[src/design/tctl_pkg.sv]
// ----------------------------------------------------------------------------
// tctl_pkg
// Shared types and constants for the threshold crossing time latch.
// ----------------------------------------------------------------------------
`default_nettype none

package tctl_pkg;

	localparam int TIME_W       = 48;
	localparam int X_W          = 32;
	localparam int DELAY_W      = 24;
	localparam int COUNT_W      = 32;
	localparam int CFG_IDX_W    = 1;
	localparam int CFG_DATA_W   = 32;
	localparam int FRAC_BITS_DEF = 16;

	localparam logic signed [X_W-1:0] THRESHOLD_RST = 32'sd1370000;
	localparam logic [DELAY_W-1:0]    DELAY_RST     = 24'd50000;

	localparam logic [CFG_IDX_W-1:0] CFG_THRESHOLD = 1'b0;
	localparam logic [CFG_IDX_W-1:0] CFG_DELAY     = 1'b1;

	typedef struct packed {
		logic                  sample_valid;
		logic [TIME_W-1:0]     sample_time;
		logic signed [X_W-1:0] sample_x;
	} in_item_t;

	typedef struct packed {
		logic               crossed;
		logic               commit_now;
		logic [COUNT_W-1:0] flight_count;
		logic               times_known;
		logic [TIME_W-1:0]  cross_time;
		logic [TIME_W-1:0]  commit_time;
	} out_item_t;

	// handshake between the sequencer and an iterative unit
	typedef struct packed {
		logic start;
	} unit_ctl_t;

	typedef struct packed {
		logic busy;
		logic done;
	} unit_stat_t;

endpackage

`default_nettype wire

[src/design/threshold_crossing_time_latch_core.sv]
// ----------------------------------------------------------------------------
// threshold_crossing_time_latch_core
// Downward threshold crossing detector with interpolated crossing time.
// ----------------------------------------------------------------------------
//  channel  | direction | handshake          | payload
//  in       | in        | in_valid/in_stall  | in_item  (tctl_pkg::in_item_t)
//  out      | out       | out_valid/out_stall| out_item (tctl_pkg::out_item_t)
//  cfg      | in        | cfg_we             | cfg_index, cfg_data
//
//  an item with no crossing goes from accept through EVAL and OUT to the
//  result register; a crossing goes through EVAL, DIV, MUL and OUT, set by
//  the serial divider and then the serial multiplier, one fraction bit per cycle each
//  in_stall is high from accept until the result is loaded; a stalled
//  output holds the sequencer until its register is free
//  arst_n clears the control state (samp_q and out_q are not reset); threshold and delay return to their defaults
// ----------------------------------------------------------------------------
`default_nettype none

module threshold_crossing_time_latch_core #(
	parameter int FRACTION_BITS = tctl_pkg::FRAC_BITS_DEF
) (
	input  wire logic                                clk,
	input  wire logic                                arst_n,
	input  wire logic                                in_valid,
	output logic                                     in_stall,
	input  wire tctl_pkg::in_item_t                  in_item,
	output logic                                     out_valid,
	input  wire logic                                out_stall,
	output tctl_pkg::out_item_t                      out_item,
	input  wire logic                                cfg_we,
	input  wire logic [tctl_pkg::CFG_IDX_W-1:0]      cfg_index,
	input  wire logic [tctl_pkg::CFG_DATA_W-1:0]     cfg_data
);

	localparam int TW = tctl_pkg::TIME_W;
	localparam int XW = tctl_pkg::X_W;
	localparam int CW = tctl_pkg::COUNT_W;
	localparam int DW = tctl_pkg::DELAY_W;

	typedef enum logic [2:0] {
		ST_IDLE,
		ST_EVAL,
		ST_DIV,
		ST_MUL,
		ST_OUT
	} state_t;

	state_t state_q;

	logic signed [XW-1:0] threshold_q;
	logic [DW-1:0]        delay_q;

	tctl_pkg::in_item_t   samp_q;
	logic                 have_last_q;
	logic [TW-1:0]        last_time_q;
	logic signed [XW-1:0] last_x_q;
	logic                 armed_q;
	logic                 active_q;
	logic [CW-1:0]        count_q;
	logic [TW-1:0]        held_cross_q;
	logic [TW-1:0]        held_commit_q;
	logic                 held_known_q;

	logic                 up_q;
	logic                 down_q;
	logic                 out_valid_q;
	tctl_pkg::out_item_t  out_q;

	tctl_pkg::unit_ctl_t  div_ctl_q;
	tctl_pkg::unit_ctl_t  mul_ctl_q;
	tctl_pkg::unit_stat_t div_stat;
	tctl_pkg::unit_stat_t mul_stat;
	logic [FRACTION_BITS:0] frac;
	logic [TW-1:0]        scaled;

	logic                 check;
	logic                 up_c;
	logic                 down_c;
	logic [XW:0]          num;
	logic [XW:0]          den;
	logic [TW-1:0]        dt;
	logic [TW-1:0]        ct;
	logic [TW:0]          cm_sum;
	logic [TW-1:0]        cm;
	logic                 out_free;
	logic                 active_n;
	logic                 known_n;
	logic [TW-1:0]        cross_n;
	logic [TW-1:0]        commit_n;
	logic [CW-1:0]        count_n;
	tctl_pkg::out_item_t  result;

	always_comb begin
		check  = have_last_q && (samp_q.sample_time > last_time_q);
		up_c   = check && !armed_q && (last_x_q <= threshold_q)
			&& (samp_q.sample_x > threshold_q);
		down_c = check && armed_q && (last_x_q > threshold_q)
			&& (samp_q.sample_x <= threshold_q);
		num    = {last_x_q[XW-1], last_x_q} - {threshold_q[XW-1], threshold_q};
		den    = {last_x_q[XW-1], last_x_q} - {samp_q.sample_x[XW-1], samp_q.sample_x};
		dt     = samp_q.sample_time - last_time_q;
		ct     = last_time_q + scaled;
		cm_sum = {1'b0, ct} + (TW+1)'(delay_q);
		cm     = cm_sum[TW] ? {TW{1'b1}} : cm_sum[TW-1:0];

		active_n = down_q ? 1'b1 : (up_q ? 1'b0 : active_q);
		known_n  = down_q | held_known_q;
		cross_n  = down_q ? ct : held_cross_q;
		commit_n = down_q ? cm : held_commit_q;
		count_n  = down_q ? count_q + CW'(1) : count_q;

		result = '0;
		if (samp_q.sample_valid) begin
			result.crossed      = down_q;
			result.commit_now   = active_n && known_n
				&& (samp_q.sample_time >= commit_n);
			result.flight_count = count_n;
			result.times_known  = known_n;
			result.cross_time   = cross_n;
			result.commit_time  = commit_n;
		end

		out_free = !out_valid_q || !out_stall;
	end

	tctl_div #(.FRAC_BITS(FRACTION_BITS)) u_div (
		.clk    (clk),
		.arst_n (arst_n),
		.ctl    (div_ctl_q),
		.num    (num),
		.den    (den),
		.stat   (div_stat),
		.quo    (frac)
	);

	tctl_mul #(.FRAC_BITS(FRACTION_BITS)) u_mul (
		.clk    (clk),
		.arst_n (arst_n),
		.ctl    (mul_ctl_q),
		.frac   (frac),
		.dt     (dt),
		.stat   (mul_stat),
		.scaled (scaled)
	);

	always_ff @(posedge clk or negedge arst_n) begin
		if (!arst_n) begin
			state_q       <= ST_IDLE;
			threshold_q   <= tctl_pkg::THRESHOLD_RST;
			delay_q       <= tctl_pkg::DELAY_RST;
			have_last_q   <= 1'b0;
			last_time_q   <= '0;
			last_x_q      <= '0;
			armed_q       <= 1'b1;
			active_q      <= 1'b0;
			count_q       <= '0;
			held_cross_q  <= '0;
			held_commit_q <= '0;
			held_known_q  <= 1'b0;
			up_q          <= 1'b0;
			down_q        <= 1'b0;
			out_valid_q   <= 1'b0;
			div_ctl_q     <= '0;
			mul_ctl_q     <= '0;
		end else begin
			div_ctl_q.start <= (state_q == ST_EVAL) && samp_q.sample_valid && down_c;
			mul_ctl_q.start <= (state_q == ST_DIV) && div_stat.done;
			out_valid_q     <= ((state_q == ST_OUT) && out_free)
				|| (out_valid_q && out_stall);
			if (cfg_we) begin
				unique case (cfg_index)
					tctl_pkg::CFG_THRESHOLD: threshold_q <= cfg_data;
					tctl_pkg::CFG_DELAY:     delay_q     <= cfg_data[DW-1:0];
					default: ;
				endcase
			end
			unique case (state_q)
				ST_IDLE: begin
					if (in_valid) begin
						state_q <= ST_EVAL;
					end
				end
				ST_EVAL: begin
					up_q   <= samp_q.sample_valid && up_c;
					down_q <= samp_q.sample_valid && down_c;
					if (samp_q.sample_valid && down_c) begin
						state_q <= ST_DIV;
					end else begin
						state_q <= ST_OUT;
					end
				end
				ST_DIV: begin
					if (div_stat.done) begin
						state_q <= ST_MUL;
					end
				end
				ST_MUL: begin
					if (mul_stat.done) begin
						state_q <= ST_OUT;
					end
				end
				ST_OUT: begin
					if (out_free) begin
						state_q <= ST_IDLE;
						if (samp_q.sample_valid) begin
							have_last_q   <= 1'b1;
							last_time_q   <= samp_q.sample_time;
							last_x_q      <= samp_q.sample_x;
							armed_q       <= up_q ? 1'b1 : (down_q ? 1'b0 : armed_q);
							active_q      <= active_n;
							count_q       <= count_n;
							held_cross_q  <= cross_n;
							held_commit_q <= commit_n;
							held_known_q  <= known_n;
						end
					end
				end
				default: state_q <= ST_IDLE;
			endcase
		end
	end

	always_ff @(posedge clk) begin
		if (state_q == ST_IDLE && in_valid) begin
			samp_q <= in_item;
		end
		if (state_q == ST_OUT && out_free) begin
			out_q <= result;
		end
	end

	assign in_stall  = (state_q != ST_IDLE);
	assign out_valid = out_valid_q;
	assign out_item  = out_q;

	a_accept_to_eval: assert property (@(posedge clk) disable iff (!arst_n)
		(in_valid && !in_stall) |=> (state_q == ST_EVAL))
		else $error("accepted item did not enter evaluation");

	a_out_held: assert property (@(posedge clk) disable iff (!arst_n)
		(out_valid && out_stall) |=> (out_valid && $stable(out_item)))
		else $error("stalled result lost or changed");

	a_div_done_in_div: assert property (@(posedge clk) disable iff (!arst_n)
		div_stat.done |-> (state_q == ST_DIV))
		else $error("divider finished outside its phase");

	a_cross_known: assert property (@(posedge clk) disable iff (!arst_n)
		(out_valid && out_item.crossed) |-> out_item.times_known)
		else $error("crossing reported without latched times");

	a_commit_known: assert property (@(posedge clk) disable iff (!arst_n)
		(out_valid && out_item.commit_now) |-> out_item.times_known)
		else $error("commit raised without latched times");

endmodule

`default_nettype wire

[src/design/tctl_div.sv]
// ----------------------------------------------------------------------------
// tctl_div
// Restoring divider, one quotient bit per cycle, for a fraction in 0..1.
// ----------------------------------------------------------------------------
`default_nettype none

module tctl_div #(
	parameter int FRAC_BITS = tctl_pkg::FRAC_BITS_DEF
) (
	input  wire logic                      clk,
	input  wire logic                      arst_n,
	input  wire tctl_pkg::unit_ctl_t       ctl,
	input  wire logic [tctl_pkg::X_W:0]    num,
	input  wire logic [tctl_pkg::X_W:0]    den,
	output tctl_pkg::unit_stat_t           stat,
	output logic [FRAC_BITS:0]             quo
);

	localparam int OP_W  = tctl_pkg::X_W + 1;
	localparam int CNT_W = $clog2(FRAC_BITS + 2);

	logic [OP_W-1:0]  rem_q;
	logic [OP_W-1:0]  den_q;
	logic [FRAC_BITS:0] quo_q;
	logic [CNT_W-1:0] cnt_q;
	logic             busy_q;
	logic             first_q;
	logic             done_q;

	logic [OP_W:0]    trial;
	logic [OP_W+1:0]  diff;
	logic             ge;

	always_comb begin
		trial = first_q ? {1'b0, rem_q} : {rem_q, 1'b0};
		diff  = {1'b0, trial} - {2'b00, den_q};
		ge    = ~diff[OP_W+1];
	end

	always_ff @(posedge clk or negedge arst_n) begin
		if (!arst_n) begin
			busy_q  <= 1'b0;
			done_q  <= 1'b0;
			first_q <= 1'b0;
			cnt_q   <= '0;
		end else begin
			done_q <= 1'b0;
			if (ctl.start) begin
				busy_q  <= 1'b1;
				first_q <= 1'b1;
				cnt_q   <= CNT_W'(FRAC_BITS + 1);
			end else if (busy_q) begin
				first_q <= 1'b0;
				cnt_q   <= cnt_q - CNT_W'(1);
				if (cnt_q == CNT_W'(1)) begin
					busy_q <= 1'b0;
					done_q <= 1'b1;
				end
			end
		end
	end

	always_ff @(posedge clk) begin
		if (ctl.start) begin
			rem_q <= num;
			den_q <= den;
			quo_q <= '0;
		end else if (busy_q) begin
			rem_q <= ge ? diff[OP_W-1:0] : trial[OP_W-1:0];
			quo_q <= {quo_q[FRAC_BITS-1:0], ge};
		end
	end

	assign stat.busy = busy_q;
	assign stat.done = done_q;
	assign quo       = quo_q;

endmodule

`default_nettype wire

[src/design/tctl_mul.sv]
// ----------------------------------------------------------------------------
// tctl_mul
// Shift-add multiplier, one fraction bit per cycle, scaled back by 2^-F.
// ----------------------------------------------------------------------------
`default_nettype none

module tctl_mul #(
	parameter int FRAC_BITS = tctl_pkg::FRAC_BITS_DEF
) (
	input  wire logic                         clk,
	input  wire logic                         arst_n,
	input  wire tctl_pkg::unit_ctl_t          ctl,
	input  wire logic [FRAC_BITS:0]           frac,
	input  wire logic [tctl_pkg::TIME_W-1:0]  dt,
	output tctl_pkg::unit_stat_t              stat,
	output logic [tctl_pkg::TIME_W-1:0]       scaled
);

	localparam int TW    = tctl_pkg::TIME_W;
	localparam int ACC_W = TW + FRAC_BITS + 1;
	localparam int CNT_W = $clog2(FRAC_BITS + 2);

	logic [ACC_W-1:0]   acc_q;
	logic [FRAC_BITS:0] frac_q;
	logic [TW-1:0]      dt_q;
	logic [CNT_W-1:0]   cnt_q;
	logic               busy_q;
	logic               done_q;

	always_ff @(posedge clk or negedge arst_n) begin
		if (!arst_n) begin
			busy_q <= 1'b0;
			done_q <= 1'b0;
			cnt_q  <= '0;
		end else begin
			done_q <= 1'b0;
			if (ctl.start) begin
				busy_q <= 1'b1;
				cnt_q  <= CNT_W'(FRAC_BITS + 1);
			end else if (busy_q) begin
				cnt_q <= cnt_q - CNT_W'(1);
				if (cnt_q == CNT_W'(1)) begin
					busy_q <= 1'b0;
					done_q <= 1'b1;
				end
			end
		end
	end

	// msb first: acc = 2*acc + bit*dt
	always_ff @(posedge clk) begin
		if (ctl.start) begin
			acc_q  <= '0;
			frac_q <= frac;
			dt_q   <= dt;
		end else if (busy_q) begin
			acc_q  <= {acc_q[ACC_W-2:0], 1'b0}
				+ (frac_q[FRAC_BITS] ? ACC_W'(dt_q) : ACC_W'(0));
			frac_q <= {frac_q[FRAC_BITS-1:0], 1'b0};
		end
	end

	assign stat.busy = busy_q;
	assign stat.done = done_q;
	assign scaled    = acc_q[FRAC_BITS +: TW];

endmodule

`default_nettype wire
[config.mk]
export PLATFORM = sky130hd
export DESIGN_NAME = threshold_crossing_time_latch_core
export DESIGN_NICKNAME = d
export VERILOG_FILES = /design/src/design/tctl_pkg.sv /design/src/design/threshold_crossing_time_latch_core.sv /design/src/design/tctl_div.sv /design/src/design/tctl_mul.sv
export SDC_FILE = /design/constraint.sdc
export NUM_CORES = 2
export LEC_CHECK = 0
export BUFFER_PORTS_ARGS = -buffer_cell sky130_fd_sc_hd__buf_2
export CAP_MARGIN = 0
export CORE_ASPECT_RATIO = 0.75
export CORE_UTILIZATION = 55
export DETAILED_ROUTE_END_ITERATION = 10
export PLACE_DENSITY = 0.81
export SLEW_MARGIN = 10
export SYNTH_ARGS = -nofsm -noshare
export SYNTH_HDL_FRONTEND = slang
export SYNTH_SLANG_ARGS = --single-unit
[constraint.sdc]
create_clock -name clk -period 8.9 [get_ports clk]
set_clock_uncertainty 0.2 [all_clocks]
set_input_delay 1.78 -clock clk [delete_from_list [all_inputs] [get_ports clk]]
set_output_delay 1.78 -clock clk [all_outputs]
set_load 0.02 [all_outputs]
==> impl_metrics.json <==
{
  "status": "complete, no violations",
  "drt-initial-drc-count": 4130,
  "track_usage": 0.304,
  "drive_gt1_frac": 0.124,
  "syn_nets": 5152,
  "fin_crit_sh": 0.950,
  "yosysTopAreaCell": "edfxtp_1",
  "netlist-cell-type-count": 87,
  "place_congestion": 1.00,
  "ir_drop_v": 0.000165,
  "finalPower_mw": 17.7,
  "critical_path.top_delay_family": "compound AO/OA/AOI/OAI gates",
  "cellPowerDensity_nw_per_um2": 354,
  "start_kind": "register",
  "area_growth_pct": 10.7,
  "cp_num_buf_inv": 3,
  "end_kind": "register",
  "coreArea_um2": 80700,
  "worst_slew_pin_slew_ns": 1.27,
  "rows": 90,
  "maxCapViolations": 0,
  "fp.dieW_um": 333,
  "port_buffers": 251,
  "finalMaxSlewViolations": 0,
  "syn_area_um2": 45100,
  "clock-sinks": 715,
  "insertion_delay_ns": 0.67,
  "start_util": 0.558,
  "leakagePower_nw": 21.7,
  "nNetsFinal": 5337,
  "tns_ns": 0,
  "clockBufferDepth": 3,
  "die_h_um": 250,
  "first_pass_iters": 6,
  "hold_viol_final": 0,
  "netlist_instances": 4677,
  "synth_edf_count": 343,
  "vias": 37000,
  "drcViolationCount": 0,
  "post-route-cell-area_um2": 49900,
  "hold_buffers": 0,
  "synthTopCellsByArea": "edfxtp_1 23%, dfrtp_1 15%, ha_1 9.7%",
  "cts_tree": "done",
  "cpPeakStageDelay_ns": 0.44,
  "grt_pass1_vias": 34300,
  "layout_common_cells": "445 x nand2_1, 388 x nor2_1, 349 x ha_1, 343 x edfxtp_1, 303 x o21ai_0",
  "rsz0062_at_grt": "false",
  "synthFlopType": "edfxtp_1",
  "final_common_cell": "nand2_1",
  "totalWireLength_um": 128000,
  "worstPathArrival_ns": 8.64,
  "syn_avg_cell_area_um2": 9.64,
  "utilization": 0.618,
  "max_freq_mhz": 118,
  "clkTransAtPathRegs_ns": 0.06,
  "ys_warn_count": 0,
  "dieArea_um2": 83100,
  "stdcell_count": 5984,
  "async_flop_share": 0.407,
  "ant_nets": 0,
  "crit_fanout": 39,
  "seq_area_frac_synth": 0.427,
  "cpMostUsedCell": "a21o_1",
  "dpl-instance-area_um2": 47400,
  "ios": 252,
  "antenna_found_initial": 9,
  "ys_ff_latch": 715,
  "relSlewSlack": 0.145,
  "criticalPathCategory": "register to register",
  "critical_path_required_ns": 9.09,
  "place_hpwl_um": 95800,
  "overflow": 0,
  "wl_per_cell_um": 21.4,
  "hold_class": "register to register",
  "slowest_stage": "or3_1",
  "grt_max_degree": 147,
  "numCtsBuffers": 75,
  "setup_viol": 0,
  "cts_root_buf": "clkbuf_16",
  "grt_pass1_wl_um": 199000,
  "yosys.area.top_type_share": 0.229,
  "dpl.cell_count": 5843,
  "cts_htree_levels": 3,
  "period_minus_slack_ns": 8.46,
  "viasPerCell": 6.19
}
-- metal layers --
metal,share of wire,GRT usage
met1,0.45,0.453
met2,0.43,0.446
met5,0.00020,0
met4,0.030,0.0902
met3,0.092,0.0573
-- Yosys cell counts, drive strengths merged (57+ instances only) --
library cell and instances:
nor3 76, dfxtp 81, a21oi 289, ha 349
nand4 57, inv 244, a21o 187, nor2 391
nand3 83, and2 76, edfxtp 343, mux2i 121
clkbuf 164, xnor2 218, a31oi 73, nand2 448
mux2 77, dfrtp 274, o21ai 303, xor2 94
-- kinds of logic (layout without fill, tap and decap cells) --
kind of cell / count (synthesis) / in the layout / share of synthesized area
XOR/XNOR: 312 / 312 / 0.0606
multiplexers: 198 / 198 / 0.0461
adder cells (fa/ha/maj): 356 / 356 / 0.100
buffers and inverters: 439 / 686 / 0.0375
other: 0 / 2 / 0
AO/OA/AOI/OAI: 1268 / 1268 / 0.184
flip-flops: 715 / 715 / 0.427
AND/OR/NAND/NOR: 1389 / 1389 / 0.145
-- metrics by stage --
step / hold slack [ns] / worst slack [ns]
after global placement: 0.250 / 0.360
after CTS: 0.277 / 0.194
after floorplan: 0.234 / 1.46
after detailed placement: 0.261 / 0.275
final: 0.276 / 0.441
after global routing: 0.294 / 0.118
-- registers in the layout, summed over array words and instances (netlist names), 17 cells and up --
register / flops
last_time_q: 48
u_div.rem_q: 33
u_div.quo: 17
delay_q: 24
u_div.den_q: 33
count_q: 32
last_x_q: 32
held_cross_q: 48
held_commit_q: 48
threshold_q: 32
samp_q: 81
u_mul.acc_q: 64
u_mul.frac_q: 17
u_mul.dt_q: 48
out_item: 131
-- path summary, 6_finish.rpt --
path                                       start               end  slack (ns)  cells past startpoint
worst max register to register    last_time_q[1]     out_item[129]        0.44                     32
worst min-delay path            held_cross_q[28]  held_cross_q[28]        0.28                      2
worst max-delay path              last_time_q[1]     out_item[129]        0.44                     32
min in group asynchronous                 arst_n   last_time_q[42]        0.94                      1
worst min register to register  held_cross_q[28]  held_cross_q[28]        0.28                      2
max in group asynchronous                 arst_n       last_x_q[6]        6.17                      2
-- area by class of cell --
class	instances	area, µm²
Sequential cell	715	19200
Tap cell	1058	1320
Timing Repair Buffer	302	1660
Antenna cell	2	5.00
Fill cell	6558	30800
Inverter	245	922
Multi-Input combinational cell	3523	24200
Clock inverter	38	387
Clock buffer	101	2140
-- where the power goes --
| part | switching, mW | total, mW | internal (mW) |
|---|---|---|---|
| clock network | 1.42 | 3.25 | 1.83 |
| registers | 0.576 | 5.19 | 4.61 |
| logic | 5.67 | 9.25 | 3.58 |
-- worst min-delay path: cells and delay by family (launching register included) --
kind,cells,cell delay (ns)
flops,1,0.34
simple gates,2,0.10
-- repair_timing --
| action | 4_1_cts | 5_1_grt |
|---|---|---|
| buffers inserted | 0 | 0 |
| gates resized for setup | 0 | 3 |
| endpoints found under the setup margin | 0 | 1 |
| endpoints found under the hold margin | 0 | 0 |
(Power assumes the default switching activity.)
